===== config.mk =====
export PLATFORM = sky130hd
export DESIGN_NAME = fixed_block_pool_allocator_flat
export DESIGN_NICKNAME = d
export VERILOG_FILES = /design/src/hw/rtl/fbpa_pkg.sv /design/src/hw/rtl/fbpa_req_if.sv /design/src/hw/rtl/fbpa_rsp_if.sv /design/src/hw/rtl/fbpa_ram.sv /design/src/hw/rtl/fbpa_ctrl.sv /design/src/hw/rtl/fbpa_dp.sv /design/src/hw/rtl/fixed_block_pool_allocator.sv /design/src/flat_wrapper.sv
export SDC_FILE = /design/constraint.sdc
export NUM_CORES = 2
export LEC_CHECK = 0
export BUFFER_PORTS_ARGS = -buffer_cell sky130_fd_sc_hd__buf_2
export CAP_MARGIN = 20
export CORE_UTILIZATION = 45
export DETAILED_ROUTE_END_ITERATION = 7
export MAX_ROUTING_LAYER = met4
export SKIP_LAST_GASP = 1
export SYNTH_ARGS = -nofsm -noshare
export SYNTH_HDL_FRONTEND = slang
export SYNTH_SLANG_ARGS = --single-unit

===== constraint.sdc =====
create_clock -name clock -period 10.12 [get_ports clock]
set_clock_uncertainty 0.05 [all_clocks]
set_input_delay 2.024 -clock clock [delete_from_list [all_inputs] [get_ports clock]]
set_output_delay 2.024 -clock clock [all_outputs]
set_load 0.01 [all_outputs]

===== src/hw/rtl/fbpa_pkg.sv =====
// ----------------------------------------------------------------------------
// fbpa_pkg
// Shared types, widths, register indexes and status codes of the fixed block
// pool allocator.
// ----------------------------------------------------------------------------
package fbpa_pkg;

   // Payload and register widths
   localparam int HANDLE_W    = 9;
   localparam int SIZE_W      = 16;
   localparam int ADDR_W      = 32;
   localparam int BYTES_W     = 24;
   localparam int COUNT_W     = 32;
   localparam int STATUS_W    = 3;
   localparam int BCOUNT_W    = 9;
   localparam int CSR_INDEX_W = 2;
   localparam int CSR_DATA_W  = 32;

   // Parameter defaults
   localparam int DEF_MAX_BLOCKS = 256;
   localparam int DEF_ALIGN      = 8;

   // Register indexes
   localparam logic [CSR_INDEX_W-1:0] REG_BLOCK_SIZE   = 2'd0;
   localparam logic [CSR_INDEX_W-1:0] REG_BLOCK_COUNT  = 2'd1;
   localparam logic [CSR_INDEX_W-1:0] REG_BASE_ADDRESS = 2'd2;

   // Register reset values
   localparam logic [SIZE_W-1:0]   RST_BLOCK_SIZE   = 16'd64;
   localparam logic [BCOUNT_W-1:0] RST_BLOCK_COUNT  = 9'd256;
   localparam logic [ADDR_W-1:0]   RST_BASE_ADDRESS = 32'd0;

   // Request kinds
   localparam logic REQ_ALLOC = 1'b0;
   localparam logic REQ_FREE  = 1'b1;

   // Result status codes
   localparam logic [STATUS_W-1:0] STATUS_OK        = 3'd0;
   localparam logic [STATUS_W-1:0] STATUS_SIZE      = 3'd1;
   localparam logic [STATUS_W-1:0] STATUS_EXHAUSTED = 3'd2;
   localparam logic [STATUS_W-1:0] STATUS_NULL_FREE = 3'd3;
   localparam logic [STATUS_W-1:0] STATUS_BAD_FREE  = 3'd4;

   // Controller to datapath commands
   typedef struct packed {
      logic sweep;
      logic accept;
      logic commit;
   } dp_cmd_type;

   // Datapath to controller status
   typedef struct packed {
      logic relink;
      logic sweep_last;
   } dp_sts_type;

   // One result transaction
   typedef struct packed {
      logic [STATUS_W-1:0] status;
      logic [HANDLE_W-1:0] block_handle;
      logic [ADDR_W-1:0]   block_address;
      logic [BYTES_W-1:0]  bytes_in_use;
      logic [COUNT_W-1:0]  alloc_count;
      logic [COUNT_W-1:0]  free_count;
   } rsp_payload_type;

endpackage


===== src/hw/rtl/fbpa_req_if.sv =====
// ----------------------------------------------------------------------------
// fbpa_req_if
// Request channel: valid/ready handshake with the allocate/free payload.
// ----------------------------------------------------------------------------
interface fbpa_req_if;
   import fbpa_pkg::*;

   logic                valid;
   logic                ready;
   logic                req_type;
   logic [SIZE_W-1:0]   request_size;
   logic [HANDLE_W-1:0] free_handle;

   modport source (output valid, output req_type, output request_size,
                   output free_handle, input ready);
   modport sink   (input valid, input req_type, input request_size,
                   input free_handle, output ready);
endinterface


===== src/hw/rtl/fbpa_rsp_if.sv =====
// ----------------------------------------------------------------------------
// fbpa_rsp_if
// Response channel: valid/ready handshake with the allocator result payload.
// ----------------------------------------------------------------------------
interface fbpa_rsp_if;
   import fbpa_pkg::*;

   logic                valid;
   logic                ready;
   logic [STATUS_W-1:0] status;
   logic [HANDLE_W-1:0] block_handle;
   logic [ADDR_W-1:0]   block_address;
   logic [BYTES_W-1:0]  bytes_in_use;
   logic [COUNT_W-1:0]  alloc_count;
   logic [COUNT_W-1:0]  free_count;

   modport source (output valid, output status, output block_handle,
                   output block_address, output bytes_in_use, output alloc_count,
                   output free_count, input ready);
   modport sink   (input valid, input status, input block_handle,
                   input block_address, input bytes_in_use, input alloc_count,
                   input free_count, output ready);
endinterface


===== src/hw/rtl/fbpa_ram.sv =====
// ----------------------------------------------------------------------------
// fbpa_ram
// Generic simple dual-port RAM: one write port, one read port, registered read.
// ----------------------------------------------------------------------------
module fbpa_ram #(
   parameter int WIDTH = 9,
   parameter int DEPTH = 256
) (
   input  logic                     clock,
   input  logic                     wr_en,
   input  logic [$clog2(DEPTH)-1:0] wr_addr,
   input  logic [WIDTH-1:0]         wr_data,
   input  logic                     rd_en,
   input  logic [$clog2(DEPTH)-1:0] rd_addr,
   output logic [WIDTH-1:0]         rd_data
);
   logic [WIDTH-1:0] mem_ff [DEPTH];
   logic [WIDTH-1:0] rd_data_ff;

   // Write port
   always_ff @(posedge clock) begin
      if (wr_en) begin
         mem_ff[wr_addr] <= wr_data;
      end
   end

   // Registered read port
   always_ff @(posedge clock) begin
      if (rd_en) begin
         rd_data_ff <= mem_ff[rd_addr];
      end
   end

   assign rd_data = rd_data_ff;
endmodule


===== src/hw/rtl/fbpa_ctrl.sv =====
// ----------------------------------------------------------------------------
// fbpa_ctrl
// Controller: sequences link-memory initialization, transaction accept and
// commit, and owns the response valid flag.
// ----------------------------------------------------------------------------
module fbpa_ctrl (
   input  logic                   clock,
   input  logic                   reset,
   input  logic                   req_valid,
   output logic                   req_ready,
   output logic                   rsp_valid,
   input  logic                   rsp_ready,
   output fbpa_pkg::dp_cmd_type   cmd,
   input  fbpa_pkg::dp_sts_type   sts
);
   import fbpa_pkg::*;

   localparam logic [1:0] S_SWEEP = 2'd0;
   localparam logic [1:0] S_IDLE  = 2'd1;
   localparam logic [1:0] S_BUSY  = 2'd2;

   logic [1:0] state_ff, state_in;
   logic       rsp_valid_ff, rsp_valid_in;

   // Decode commands from the current state
   always_comb begin
      cmd.sweep  = (state_ff == S_SWEEP);
      cmd.accept = (state_ff == S_IDLE) && !sts.relink && req_valid;
      cmd.commit = (state_ff == S_BUSY) && (!rsp_valid_ff || rsp_ready);
   end

   assign req_ready = (state_ff == S_IDLE) && !sts.relink;
   assign rsp_valid = rsp_valid_ff;

   // Advance the state; a relink restarts the initialization sweep
   always_comb begin
      state_in = state_ff;
      unique case (state_ff)
         S_SWEEP: begin
            if (sts.sweep_last) begin
               state_in = S_IDLE;
            end
         end
         S_IDLE: begin
            if (cmd.accept) begin
               state_in = S_BUSY;
            end
         end
         S_BUSY: begin
            if (cmd.commit) begin
               state_in = S_IDLE;
            end
         end
         default: begin
            state_in = S_SWEEP;
         end
      endcase
      if (sts.relink) begin
         state_in = S_SWEEP;
      end
   end

   // Hold the response until the sink takes it
   always_comb begin
      rsp_valid_in = rsp_valid_ff;
      if (cmd.commit) begin
         rsp_valid_in = 1'b1;
      end else if (rsp_ready) begin
         rsp_valid_in = 1'b0;
      end
   end

   always_ff @(posedge clock) begin
      if (reset) begin
         state_ff     <= S_SWEEP;
         rsp_valid_ff <= 1'b0;
      end else begin
         state_ff     <= state_in;
         rsp_valid_ff <= rsp_valid_in;
      end
   end
endmodule


===== src/hw/rtl/fbpa_dp.sv =====
// ----------------------------------------------------------------------------
// fbpa_dp
// Datapath: configuration registers, free-list head and counters, link memory,
// size check, address arithmetic and the response register.
// ----------------------------------------------------------------------------
module fbpa_dp #(
   parameter int MAX_BLOCKS = fbpa_pkg::DEF_MAX_BLOCKS,
   parameter int ALIGN      = fbpa_pkg::DEF_ALIGN
) (
   input  logic                                clock,
   input  logic                                reset,
   input  fbpa_pkg::dp_cmd_type                cmd,
   output fbpa_pkg::dp_sts_type                sts,
   input  logic                                csr_write_en,
   input  logic [fbpa_pkg::CSR_INDEX_W-1:0]    csr_index,
   input  logic [fbpa_pkg::CSR_DATA_W-1:0]     csr_write_data,
   input  logic                                req_type,
   input  logic [fbpa_pkg::SIZE_W-1:0]         request_size,
   input  logic [fbpa_pkg::HANDLE_W-1:0]       free_handle,
   output fbpa_pkg::rsp_payload_type           rsp
);
   import fbpa_pkg::*;

   localparam int IW    = $clog2(MAX_BLOCKS);
   // Round-up by reciprocal multiply: t = size + ALIGN - 1, q = floor(t / ALIGN)
   localparam int TW    = SIZE_W + 1;
   localparam int AB    = $clog2(ALIGN);
   localparam int SHIFT = TW + AB;
   localparam int MW    = TW + 2;
   localparam int PW    = TW + MW;
   localparam int RW    = TW + 7;
   localparam int OW    = HANDLE_W + SIZE_W;
   localparam logic [MW-1:0] RECIP = MW'(((2 ** SHIFT) + ALIGN - 1) / ALIGN);

   // Configuration and control state
   logic [SIZE_W-1:0]   bsize_ff, bsize_in;
   logic [BCOUNT_W-1:0] bcount_ff, bcount_in;
   logic [ADDR_W-1:0]   base_ff, base_in;
   logic [HANDLE_W-1:0] head_ff, head_in;
   logic [HANDLE_W-1:0] in_use_ff, in_use_in;
   logic [COUNT_W-1:0]  alloc_ff, alloc_in;
   logic [COUNT_W-1:0]  free_ff, free_in;
   logic [IW-1:0]       ctr_ff, ctr_in;

   // Transaction and result payload
   logic                type_ff;
   logic [HANDLE_W-1:0] fh_ff;
   logic [TW-1:0]       quot_ff, quot_in;
   logic [OW-1:0]       off_ff, off_in;
   rsp_payload_type     rsp_ff, rsp_in;

   logic [HANDLE_W-1:0] eff_n;
   logic [HANDLE_W-1:0] head_m1;
   logic [TW-1:0]       size_t;
   logic [PW-1:0]       prod;
   logic [RW-1:0]       rounded;
   logic                size_ok, head_ok, exhausted, alloc_ok;
   logic                free_null, free_bad, free_ok;
   logic [HANDLE_W-1:0] in_use_next;
   logic [OW-1:0]       bytes_wide;
   logic [HANDLE_W-1:0] init_link;
   logic                ram_we;
   logic [IW-1:0]       ram_waddr;
   logic [HANDLE_W-1:0] ram_wdata;
   logic [HANDLE_W-1:0] link_rd;

   // Effective block count: zero acts as one, clamp to the pool size
   always_comb begin
      if (bcount_ff == '0) begin
         eff_n = HANDLE_W'(1);
      end else if (32'(bcount_ff) > 32'(MAX_BLOCKS)) begin
         eff_n = HANDLE_W'(MAX_BLOCKS);
      end else begin
         eff_n = bcount_ff;
      end
   end

   assign sts.relink     = csr_write_en && (csr_index == REG_BLOCK_COUNT);
   assign sts.sweep_last = (ctr_ff == IW'(MAX_BLOCKS - 1));

   // Initial chain entry for the sweep position
   assign init_link = ((32'(ctr_ff) + 32'd1) < 32'(eff_n)) ?
                      (HANDLE_W'(ctr_ff) + HANDLE_W'(2)) : '0;

   // Accept stage: quotient of the rounded size and offset of the head block
   assign head_m1 = head_ff - HANDLE_W'(1);
   assign size_t  = TW'(request_size) + TW'(ALIGN - 1);
   assign prod    = PW'(size_t) * PW'(RECIP);
   assign quot_in = TW'(prod >> SHIFT);
   assign off_in  = OW'(head_m1) * OW'(bsize_ff);

   // Commit stage checks
   assign rounded   = RW'(quot_ff) * RW'(ALIGN);
   assign size_ok   = (rounded == RW'(bsize_ff));
   assign head_ok   = (head_ff != '0) && (32'(head_ff) <= 32'(MAX_BLOCKS));
   assign exhausted = (in_use_ff >= eff_n) || !head_ok;
   assign alloc_ok  = (type_ff == REQ_ALLOC) && size_ok && !exhausted;
   assign free_null = (fh_ff == '0);
   assign free_bad  = (fh_ff > eff_n) || (in_use_ff == '0);
   assign free_ok   = (type_ff == REQ_FREE) && !free_null && !free_bad;

   always_comb begin
      in_use_next = in_use_ff;
      if (alloc_ok) begin
         in_use_next = in_use_ff + HANDLE_W'(1);
      end else if (free_ok) begin
         in_use_next = in_use_ff - HANDLE_W'(1);
      end
   end

   assign bytes_wide = OW'(in_use_next) * OW'(bsize_ff);

   // Link memory write: sweep initialization or push of a freed handle
   assign ram_we    = cmd.sweep || (cmd.commit && free_ok);
   assign ram_waddr = cmd.sweep ? ctr_ff : IW'(fh_ff - HANDLE_W'(1));
   assign ram_wdata = cmd.sweep ? init_link : head_ff;

   fbpa_ram #(
      .WIDTH (HANDLE_W),
      .DEPTH (MAX_BLOCKS)
   ) u_link_ram (
      .clock   (clock),
      .wr_en   (ram_we),
      .wr_addr (ram_waddr),
      .wr_data (ram_wdata),
      .rd_en   (cmd.accept),
      .rd_addr (IW'(head_m1)),
      .rd_data (link_rd)
   );

   // Build the result of the committed transaction
   always_comb begin
      rsp_in               = rsp_ff;
      rsp_in.block_handle  = '0;
      rsp_in.block_address = '0;
      if (type_ff == REQ_ALLOC) begin
         if (!size_ok) begin
            rsp_in.status = STATUS_SIZE;
         end else if (exhausted) begin
            rsp_in.status = STATUS_EXHAUSTED;
         end else begin
            rsp_in.status        = STATUS_OK;
            rsp_in.block_handle  = head_ff;
            rsp_in.block_address = base_ff + ADDR_W'(off_ff);
         end
      end else begin
         if (free_null) begin
            rsp_in.status = STATUS_NULL_FREE;
         end else if (free_bad) begin
            rsp_in.status = STATUS_BAD_FREE;
         end else begin
            rsp_in.status = STATUS_OK;
         end
      end
      rsp_in.bytes_in_use = bytes_wide[BYTES_W-1:0];
      rsp_in.alloc_count  = alloc_ok ? (alloc_ff + COUNT_W'(1)) : alloc_ff;
      rsp_in.free_count   = free_ok ? (free_ff + COUNT_W'(1)) : free_ff;
   end

   // Next control state: commit updates, then register writes
   always_comb begin
      bsize_in  = bsize_ff;
      bcount_in = bcount_ff;
      base_in   = base_ff;
      head_in   = head_ff;
      in_use_in = in_use_ff;
      alloc_in  = alloc_ff;
      free_in   = free_ff;
      ctr_in    = ctr_ff;

      if (cmd.sweep) begin
         ctr_in = ctr_ff + IW'(1);
      end

      if (cmd.commit) begin
         in_use_in = in_use_next;
         alloc_in  = rsp_in.alloc_count;
         free_in   = rsp_in.free_count;
         if (alloc_ok) begin
            head_in = link_rd;
         end else if (free_ok) begin
            head_in = fh_ff;
         end
      end

      if (csr_write_en) begin
         unique case (csr_index)
            REG_BLOCK_SIZE: begin
               bsize_in = csr_write_data[SIZE_W-1:0];
            end
            REG_BLOCK_COUNT: begin
               bcount_in = csr_write_data[BCOUNT_W-1:0];
               head_in   = HANDLE_W'(1);
               in_use_in = '0;
               ctr_in    = '0;
            end
            REG_BASE_ADDRESS: begin
               base_in = csr_write_data[ADDR_W-1:0];
            end
            default: begin
            end
         endcase
      end
   end

   always_ff @(posedge clock) begin
      if (reset) begin
         bsize_ff  <= RST_BLOCK_SIZE;
         bcount_ff <= RST_BLOCK_COUNT;
         base_ff   <= RST_BASE_ADDRESS;
         head_ff   <= HANDLE_W'(1);
         in_use_ff <= '0;
         alloc_ff  <= '0;
         free_ff   <= '0;
         ctr_ff    <= '0;
      end else begin
         bsize_ff  <= bsize_in;
         bcount_ff <= bcount_in;
         base_ff   <= base_in;
         head_ff   <= head_in;
         in_use_ff <= in_use_in;
         alloc_ff  <= alloc_in;
         free_ff   <= free_in;
         ctr_ff    <= ctr_in;
      end
   end

   // Capture the transaction on accept, the result on commit
   always_ff @(posedge clock) begin
      if (cmd.accept) begin
         type_ff <= req_type;
         fh_ff   <= free_handle;
         quot_ff <= quot_in;
         off_ff  <= off_in;
      end
      if (cmd.commit) begin
         rsp_ff <= rsp_in;
      end
   end

   assign rsp = rsp_ff;
endmodule


===== src/hw/rtl/fixed_block_pool_allocator.sv =====
// ----------------------------------------------------------------------------
// fixed_block_pool_allocator
// Fixed-size block pool with a linked free list in a link memory; allocates
// by popping the list head and frees by pushing the handle back.
// ----------------------------------------------------------------------------
//   channel   direction  handshake        payload
//   req_chan  in         valid / ready    req_type, request_size, free_handle
//   rsp_chan  out        valid / ready    status, block_handle, block_address,
//                                         bytes_in_use, alloc_count, free_count
//   csr_*     in         csr_write_en     csr_index, csr_write_data
//
// A transaction is accepted, launching the link-memory read at the current
// head, then committed with the read data once the response slot is free.
// After reset and after every block_count write the link memory is rewritten
// one entry per cycle, all MAX_BLOCKS entries, with req_chan.ready low.
// The result sits in an output register; a new transaction is accepted while
// it waits, and only the commit stalls until the response slot frees up.
// ----------------------------------------------------------------------------
module fixed_block_pool_allocator #(
   parameter int MAX_BLOCKS = fbpa_pkg::DEF_MAX_BLOCKS,
   parameter int ALIGN      = fbpa_pkg::DEF_ALIGN
) (
   input  logic                             clock,
   input  logic                             reset,
   input  logic                             csr_write_en,
   input  logic [fbpa_pkg::CSR_INDEX_W-1:0] csr_index,
   input  logic [fbpa_pkg::CSR_DATA_W-1:0]  csr_write_data,
   fbpa_req_if.sink                         req_chan,
   fbpa_rsp_if.source                       rsp_chan
);
   import fbpa_pkg::*;

   dp_cmd_type      cmd;
   dp_sts_type      sts;
   rsp_payload_type rsp;
   logic            req_ready;
   logic            rsp_valid;

   fbpa_ctrl u_ctrl (
      .clock     (clock),
      .reset     (reset),
      .req_valid (req_chan.valid),
      .req_ready (req_ready),
      .rsp_valid (rsp_valid),
      .rsp_ready (rsp_chan.ready),
      .cmd       (cmd),
      .sts       (sts)
   );

   fbpa_dp #(
      .MAX_BLOCKS (MAX_BLOCKS),
      .ALIGN      (ALIGN)
   ) u_dp (
      .clock          (clock),
      .reset          (reset),
      .cmd            (cmd),
      .sts            (sts),
      .csr_write_en   (csr_write_en),
      .csr_index      (csr_index),
      .csr_write_data (csr_write_data),
      .req_type       (req_chan.req_type),
      .request_size   (req_chan.request_size),
      .free_handle    (req_chan.free_handle),
      .rsp            (rsp)
   );

   // Drive the channels
   assign req_chan.ready         = req_ready;
   assign rsp_chan.valid         = rsp_valid;
   assign rsp_chan.status        = rsp.status;
   assign rsp_chan.block_handle  = rsp.block_handle;
   assign rsp_chan.block_address = rsp.block_address;
   assign rsp_chan.bytes_in_use  = rsp.bytes_in_use;
   assign rsp_chan.alloc_count   = rsp.alloc_count;
   assign rsp_chan.free_count    = rsp.free_count;

   // No transaction enters while the link memory is being initialized
   a_no_accept_in_sweep: assert property (@(posedge clock) disable iff (reset)
      cmd.sweep |-> !req_chan.ready)
      else $error("transaction accepted during link memory sweep");

   // A commit always presents a response in the next cycle
   a_commit_gives_rsp: assert property (@(posedge clock) disable iff (reset)
      cmd.commit |=> rsp_chan.valid)
      else $error("commit without response");

   // An accepted transaction blocks the next one until it commits
   a_one_in_flight: assert property (@(posedge clock) disable iff (reset)
      (req_chan.valid && req_chan.ready) |=> !req_chan.ready)
      else $error("second transaction accepted while one is in flight");

   // A block_count write restarts the initialization sweep
   a_relink_sweeps: assert property (@(posedge clock) disable iff (reset)
      sts.relink |=> cmd.sweep)
      else $error("block_count write did not start a sweep");
endmodule

===== src/flat_wrapper.sv =====
// flat-port wrapper written by rule: the top's interface ports become plain ports
module fixed_block_pool_allocator_flat import fbpa_pkg::*;
#(
   parameter int MAX_BLOCKS = fbpa_pkg::DEF_MAX_BLOCKS,
   parameter int ALIGN      = fbpa_pkg::DEF_ALIGN
)
  (clock, reset, csr_write_en, csr_index, csr_write_data, req_chan_valid, req_chan_req_type, req_chan_request_size, req_chan_free_handle, req_chan_ready, rsp_chan_valid, rsp_chan_status, rsp_chan_block_handle, rsp_chan_block_address, rsp_chan_bytes_in_use, rsp_chan_alloc_count, rsp_chan_free_count, rsp_chan_ready);
  fbpa_req_if req_chan_i ();
  fbpa_rsp_if rsp_chan_i ();
  input  logic clock;
  input  logic reset;
  input  logic csr_write_en;
  input  logic [fbpa_pkg::CSR_INDEX_W-1:0] csr_index;
  input  logic [fbpa_pkg::CSR_DATA_W-1:0] csr_write_data;
  input wire logic [$bits(req_chan_i.valid)-1:0] req_chan_valid;
  input wire logic [$bits(req_chan_i.req_type)-1:0] req_chan_req_type;
  input wire logic [$bits(req_chan_i.request_size)-1:0] req_chan_request_size;
  input wire logic [$bits(req_chan_i.free_handle)-1:0] req_chan_free_handle;
  output wire logic [$bits(req_chan_i.ready)-1:0] req_chan_ready;
  output wire logic [$bits(rsp_chan_i.valid)-1:0] rsp_chan_valid;
  output wire logic [$bits(rsp_chan_i.status)-1:0] rsp_chan_status;
  output wire logic [$bits(rsp_chan_i.block_handle)-1:0] rsp_chan_block_handle;
  output wire logic [$bits(rsp_chan_i.block_address)-1:0] rsp_chan_block_address;
  output wire logic [$bits(rsp_chan_i.bytes_in_use)-1:0] rsp_chan_bytes_in_use;
  output wire logic [$bits(rsp_chan_i.alloc_count)-1:0] rsp_chan_alloc_count;
  output wire logic [$bits(rsp_chan_i.free_count)-1:0] rsp_chan_free_count;
  input wire logic [$bits(rsp_chan_i.ready)-1:0] rsp_chan_ready;
  assign req_chan_i.valid = req_chan_valid;
  assign req_chan_i.req_type = req_chan_req_type;
  assign req_chan_i.request_size = req_chan_request_size;
  assign req_chan_i.free_handle = req_chan_free_handle;
  assign req_chan_ready = req_chan_i.ready;
  assign rsp_chan_valid = rsp_chan_i.valid;
  assign rsp_chan_status = rsp_chan_i.status;
  assign rsp_chan_block_handle = rsp_chan_i.block_handle;
  assign rsp_chan_block_address = rsp_chan_i.block_address;
  assign rsp_chan_bytes_in_use = rsp_chan_i.bytes_in_use;
  assign rsp_chan_alloc_count = rsp_chan_i.alloc_count;
  assign rsp_chan_free_count = rsp_chan_i.free_count;
  assign rsp_chan_i.ready = rsp_chan_ready;
  fixed_block_pool_allocator #(.MAX_BLOCKS(MAX_BLOCKS), .ALIGN(ALIGN)) u_core (.clock(clock), .reset(reset), .csr_write_en(csr_write_en), .csr_index(csr_index), .csr_write_data(csr_write_data), .req_chan(req_chan_i), .rsp_chan(rsp_chan_i));
endmodule

After elaboration in Yosys (flattened, before gate mapping)
Memory sizes are Yosys's and may differ from the RTL's. A register that Yosys moved wholly into a read port is not among the register bits.
Cells that the tools add are included.
{"block": "totals", "register_bits": 331, "latchBits": 0, "ram_bits": 2304, "mem_bits_ro": 0, "out_inout_bits": 134, "wordCells": 116, "mem_count": 1}
{"memory": "u_core.u_dp.u_link_ram.mem_ff", "words": 256, "width": 9, "rd": 1, "rd_clocked_by_memory_dff": 1, "wr": 1, "line_no": "fbpa_ram.sv:17", "text": "logic [WIDTH-1:0] mem_ff [DEPTH];"}
{"block": "classes", "add_sub_neg": 11, "n_mul": 2, "div_mod_pow": 0, "n_lt_le_gt_ge": 5, "n_eq_ne": 9, "shifts": 0, "n_mux": 33, "n_bitwise": 2, "reduce_logical": 33}
{"op": "$mux 9", "n": 14}
{"op": "$add 32x1->32 const B", "n": 2}
{"op": "$mux 32", "n": 2}
{"op": "$add 32x25->32", "n": 1}
{"op": "$mux 8", "n": 4}
{"op": "$logic_not 9->1", "n": 3}
{"op": "$mul 9x16->25", "n": 1}
{"op": "$mul 9x16->24", "n": 1}
{"op": "$sub 9x1->9 const B", "n": 2}
{"op": "$add 16x3->17 const B", "n": 1}
{"op": "$eq 17x16->1", "n": 1}
{"op": "$logic_and 1x1->1", "n": 10}
{"op": "$mux 2", "n": 5}
{"op": "$add 8x1->9 const B", "n": 1}
{"op": "$add 8x2->9 const B", "n": 1}
{"op": "$add 9x1->9 const B", "n": 1}
{"op": "$ge 9x9->1", "n": 1}
{"op": "$gt 9x9->1", "n": 1}
{"op": "$gt 9x9->1 const B", "n": 1}
{"op": "$le 9x9->1 const B", "n": 1}
{"op": "$lt 9x9->1", "n": 1}
{"op": "$mux 3", "n": 3}
{"op": "$reduce_bool 9->1", "n": 1}
{"op": "$add 8x1->8 const B", "n": 1}
{"op": "17 further kinds", "n": 35}

Longest topological paths before layout
{"block": "depth", "word_depth": 12, "ltp_mapped": 34, "ltp_nobuf": 30}

Modules after synthesis
From an unflattened synthesis, not the netlist that was laid out.
{"block": "hier_totals", "hier_cells": 6873, "area_unflattened_um2": 114189.5}
{"module": "fbpa_ram", "instances": 1, "cells_each": 4237, "area_per_inst_um2": 89368.2, "seq_area_each_um2": 69456.6}
{"module": "fbpa_dp", "instances": 1, "cells_each": 2615, "area_per_inst_um2": 24656.1, "seq_area_each_um2": 8378.0}
{"module": "fbpa_ctrl", "instances": 1, "cells_each": 21, "area_per_inst_um2": 165.2, "seq_area_each_um2": 60.1}

Worst setup path after synthesis
OpenSTA, ideal clock, no wires.
{"block": "synth_path", "path_kind": "flip-flop to flip-flop", "from": "reg u_core.u_dp.head_ff[0]", "to": "reg u_core.u_dp.rsp_ff (netlist bit u_core.u_dp.rsp[87]) (data pin)", "setup_time_ns": 0.266, "arrival_ns": 7.638, "t_required_ns": 9.804, "slack_ns": 2.166, "path_stages_with_launch": 34, "synth_period_minus_slack_ns": 7.954, "cell_sequence": "dfxtp_1 clkbuf_1 buf_2 buf_2 buf_1 inv_1 buf_1 ha_1 nor3b_2 nand3_1 xor2_1 and3_1 clkbuf_1 nand4_1 nand2_1 xor2_1 clkbuf_1 nand2_1 fa_1 inv_1 fa_1 fa_1 inv_1 fa_1 inv_1 ha_1 a21o_1 a21o_1 a221o_1 a31o_2 a21oi_1 o21bai_1 a211oi_1 xnor2_1"}
{"block": "synth_between", "elab_chain_len": 8, "elab_cells_between_ends": 9, "cone_classes": "mul (1); order compare (1); mux (1); reduce/logical (6)"}
{"item": "start, declared", "line_no": "fbpa_dp.sv:39", "text": "logic [HANDLE_W-1:0] head_ff, head_in;"}
{"item": "start signal, assigned", "line_no": "fbpa_dp.sv:220", "text": "head_ff <= head_in;"}
{"item": "$le 9x9->1 / $reduce_bool 9->1 (equally long branches)", "line_no": "fbpa_dp.sv:95", "text": "assign head_ok = (head_ff != '0) && (32'(head_ff) <= 32'(MAX_BLOCKS));"}
{"item": "$logic_and 1x1->1 (*)", "line_no": "fbpa_dp.sv:95"}
{"item": "$logic_not 1->1 (*)", "line_no": "fbpa_dp.sv:96", "text": "assign exhausted = (in_use_ff >= eff_n) || !head_ok;"}
{"item": "$logic_or 1x1->1 (*)", "line_no": "fbpa_dp.sv:96"}
{"item": "$logic_not 1->1 (*)", "line_no": "fbpa_dp.sv:97", "text": "assign alloc_ok = (type_ff == REQ_ALLOC) && size_ok && !exhausted;"}
{"item": "$logic_and 1x1->1 (*)", "line_no": "fbpa_dp.sv:97"}
{"item": "$mux 9 (*)", "line_no": "fbpa_dp.sv:104", "text": "if (alloc_ok) begin"}
{"item": "$mul 9x16->24 (*)", "line_no": "fbpa_dp.sv:111", "text": "assign bytes_wide = OW'(in_use_next) * OW'(bsize_ff);"}
{"item": "named net u_core.u_dp.bytes_wide[23]", "line_no": "fbpa_dp.sv:60", "text": "logic [OW-1:0] bytes_wide;"}
{"item": "end signal, assigned", "line_no": "fbpa_dp.sv:237", "text": "rsp_ff <= rsp_in;"}
{"item": "end, declared", "line_no": "fbpa_dp.sv:50", "text": "rsp_payload_type rsp_ff, rsp_in;"}
The timed path passes the listed nets; every way through them passes the cells marked *.
A chain may end at the register's enable or synchronous reset.

Worst setup path in the final report
Same ends and word-level chain as after synthesis.

==> impl_metrics.csv <==
group,metric,value,unit
die,coreArea,251000,sq um
clock_network,cts_sinks,2644,
setup_path,critPathRequiredTime,10740,ps
yosys,syn-num-nets,6747,
run_status,status,"complete, no violations",
place,place.port_buffers,198,
detailed_routing,wl_per_cell,27.5,microns
clock_network,cts_hold_buf,0,
clock_network,clock_latency,940,ps
sta,fin_crit,8390,ps
global_routing,grt_usage,22.6,%
setup_path,crit_arrival,9000,ps
yosys,synth_edf_count,2494,
clock_network,cts_buffers,294,
yosys,synth_cell_types,82,
finish,mostFrequentLayoutCell,"edfxtp_1",
finish,drive_above_1_share,21.6,%
detailed_routing,drt_iter0_markers,6058,
yosys,ys_async_sr_fraction,0,%
die,die_area,254000,sq um
sta,finalMaxSlewViolations,0,
sta,worst_pin_slew,1150,ps
clock_network,clockBufferDepth,4,
setup_path,worstSetupEndpointType,"flop",
sta,setup_tns,0,ps
place,place_ws,1600,ps
yosys,seq_area_frac_synth,68.6,%
finish,multi_input_area,33600,sq um
setup_path,slowest_delay,740,ps
global_routing,grt_pass1_wl,411000,microns
global_routing,grt-ovfl-total,0,
die,initial_core_util,45.2,%
finish,fill_cells,20300,
pwr,leakagePower,0.0446,uW
detailed_routing,routed_wl,279000,microns
pwr,p_total,22200,uW
global_routing,antenna_found_initial,7,
place,hpwl,169000,microns
finish,area_growth,12.0,%
sta,setup_ws,1730,ps
yosys,synthCells,6337,
pwr,peakVddDrop,0.194,mV
sta,fin_crit_sh,82.9,%
die,fp.dieW,504,microns
yosys,ys_ff_latch,2644,
finish,design_area,127000,sq um
finish,layout_common_cells,"edfxtp_1, mux4_2, nor2_1",
global_routing,grt_pass1_vias,59000,
sta,hold_viol_final,0,
sta,setup_viol,0,
setup_path,slowest_stage,"nor4_1",
finish,regArea,77900,sq um
detailed_routing,via_per_inst,5.82,
yosys,synth_area_leaders,"edfxtp_1, mux4_2, fa_1",
pwr,powerDensity,175,nW/um^2
clock_network,cts-resized-gates,0,
yosys,synthFlopType,"edfxtp_1",
sta,max_freq,119,MHz
clock_network,path_clk_slew,60,ps
yosys,yosysWarnings,0,
clock_network,cts-root-buf,"clkbuf_16",
detailed_routing,first_pass_iters,5,
place,finalWeightedCongestion,0.859,
setup_path,start_kind,"flop",
sta,rsz0062_at_grt,"false",
yosys,netlist.area_leader.share,65.9,%
run,maxCapViolCount,0,
yosys,synthesis.area,114000,sq um
detailed_routing,routed-via-count,59100,
sta,relSlewSlack,23.1,%
clock_network,htreeDepth,5,
place,dpl_cell_area,119000,sq um
detailed_routing,antenna_left,0,
setup_path,critPathKind,"reg -> reg",
die,ios,199,
yosys,synth.largest_area_cell,"edfxtp_1",
min_path,hold_path.class,"reg -> reg",
yosys,avgSynthCellArea,17.9,sq um
die,row_count,184,
die,dieHeight,504,microns
setup_path,crit_fanout,28,
finish,nets,7003,
global_routing,grt_max_degree,221,
setup_path,path_common_cell,"fa_1",
clock_network,post_cts_buffers,0,
detailed_routing,route.detailed.drc,0,
clock_network,cts_tree,"done",
## synthesized netlist by cell type (27+ instances only)
cell type,instances
a21oi_1,137
dfxtp_1,150
clkbuf_1,231
mux4_2,720
xnor2_1,127
and2_1,132
nand4_1,38
fa_1,198
nor3_1,37
a22oi_1,45
nand3_1,70
buf_2,79
o21ai_0,52
edfxtp_1,2494
a22o_1,27
nand2b_1,34
ha_1,147
nor2_1,457
inv_1,258
nor2b_1,30
and3_1,42
nand2_1,415
xor2_1,105
## cell type report
cell class	count	area share (%)
Antenna cell	2	0.00393
Clock buffer	365	6.07
Clock inverter	130	0.765
Inverter	261	0.774
Multi-Input combinational cell	3093	26.4
Sequential cell	2644	61.2
Tap cell	3348	3.29
Timing Repair Buffer	299	1.50
## flip-flops by register name, indices dropped and copies added, names as in the netlist, 14 cells and up
register	flops
u_core.u_dp.bsize_ff	16
u_core.u_dp.quot_ff	14
u_core.u_dp.rsp	132
u_core.u_dp.base_ff	32
u_core.u_dp.free_ff	32
u_core.u_dp.alloc_ff	32
u_core.u_dp.off_ff	25
u_core.u_dp.u_link_ram.mem_ff	2304
## final timing paths
check | startpoint | to | slack (ps) | cells past startpoint
hold / removal | u_core.u_dp.base_ff[15] | u_core.u_dp.base_ff[15] | 410 | 2
hold reg to reg | u_core.u_dp.base_ff[15] | u_core.u_dp.base_ff[15] | 410 | 2
setup / recovery | u_core.u_dp.head_ff[0] | u_core.u_dp.rsp[87] | 1730 | 26
setup reg to reg | u_core.u_dp.head_ff[0] | u_core.u_dp.rsp[87] | 1730 | 26
## worst max-delay path, delay by kind of cell, from the launching register on
| family | cells | cell delay (ps) |
|---|---|---|
| XOR/XNOR | 2 | 310 |
| flip-flops | 1 | 510 |
| buffers and inverters | 4 | 880 |
| adder cells (fa/ha/maj) | 6 | 2500 |
| AND/OR/NAND/NOR | 6 | 2090 |
| AO/OA/AOI/OAI | 8 | 1770 |
## report_power, final
group,internal [uW],leakage [uW],switching [uW]
Combinational,65.9,0.0151,274
Sequential,12000,0.0253,22.3
Clock,5700,0.00425,4190
## logic make-up (layout without fill, tap and decap cells)
family / count (synthesis) / in the layout / share of synthesized area, %
buffers and inverters: 600 / 1055 / 2.09
flip-flops: 2644 / 2644 / 68.6
AND/OR/NAND/NOR: 1344 / 1344 / 5.48
multiplexers: 726 / 726 / 14.3
XOR/XNOR: 233 / 233 / 1.80
adder cells (fa/ha/maj): 345 / 345 / 5.11
other: 0 / 2 / 0
AO/OA/AOI/OAI: 445 / 445 / 2.63
## through the flow
stage                     utilization, %  cells  hold slack (ps)
after CTS                           50.6  10100              413
after floorplan                        -   6337              386
after global placement              47.2   9641              397
final                               50.7  10100              412
after global routing                50.7  10100              423
after detailed placement            47.2   9644              405
## per-layer routing
| metal | vias to the layer above | part of all wire, % | GRT usage, % |
|---|---|---|---|
| met5 | - | 0 | - |
| met4 | 0 | 2.3 | 5.47 |
| met3 | 408 | 7.3 | 4.42 |
| met2 | 2126 | 48 | 34.7 |
| met1 | 31300 | 43 | 31.2 |
| li1 | 25200 | - | - |
(Power assumes the default switching activity.)
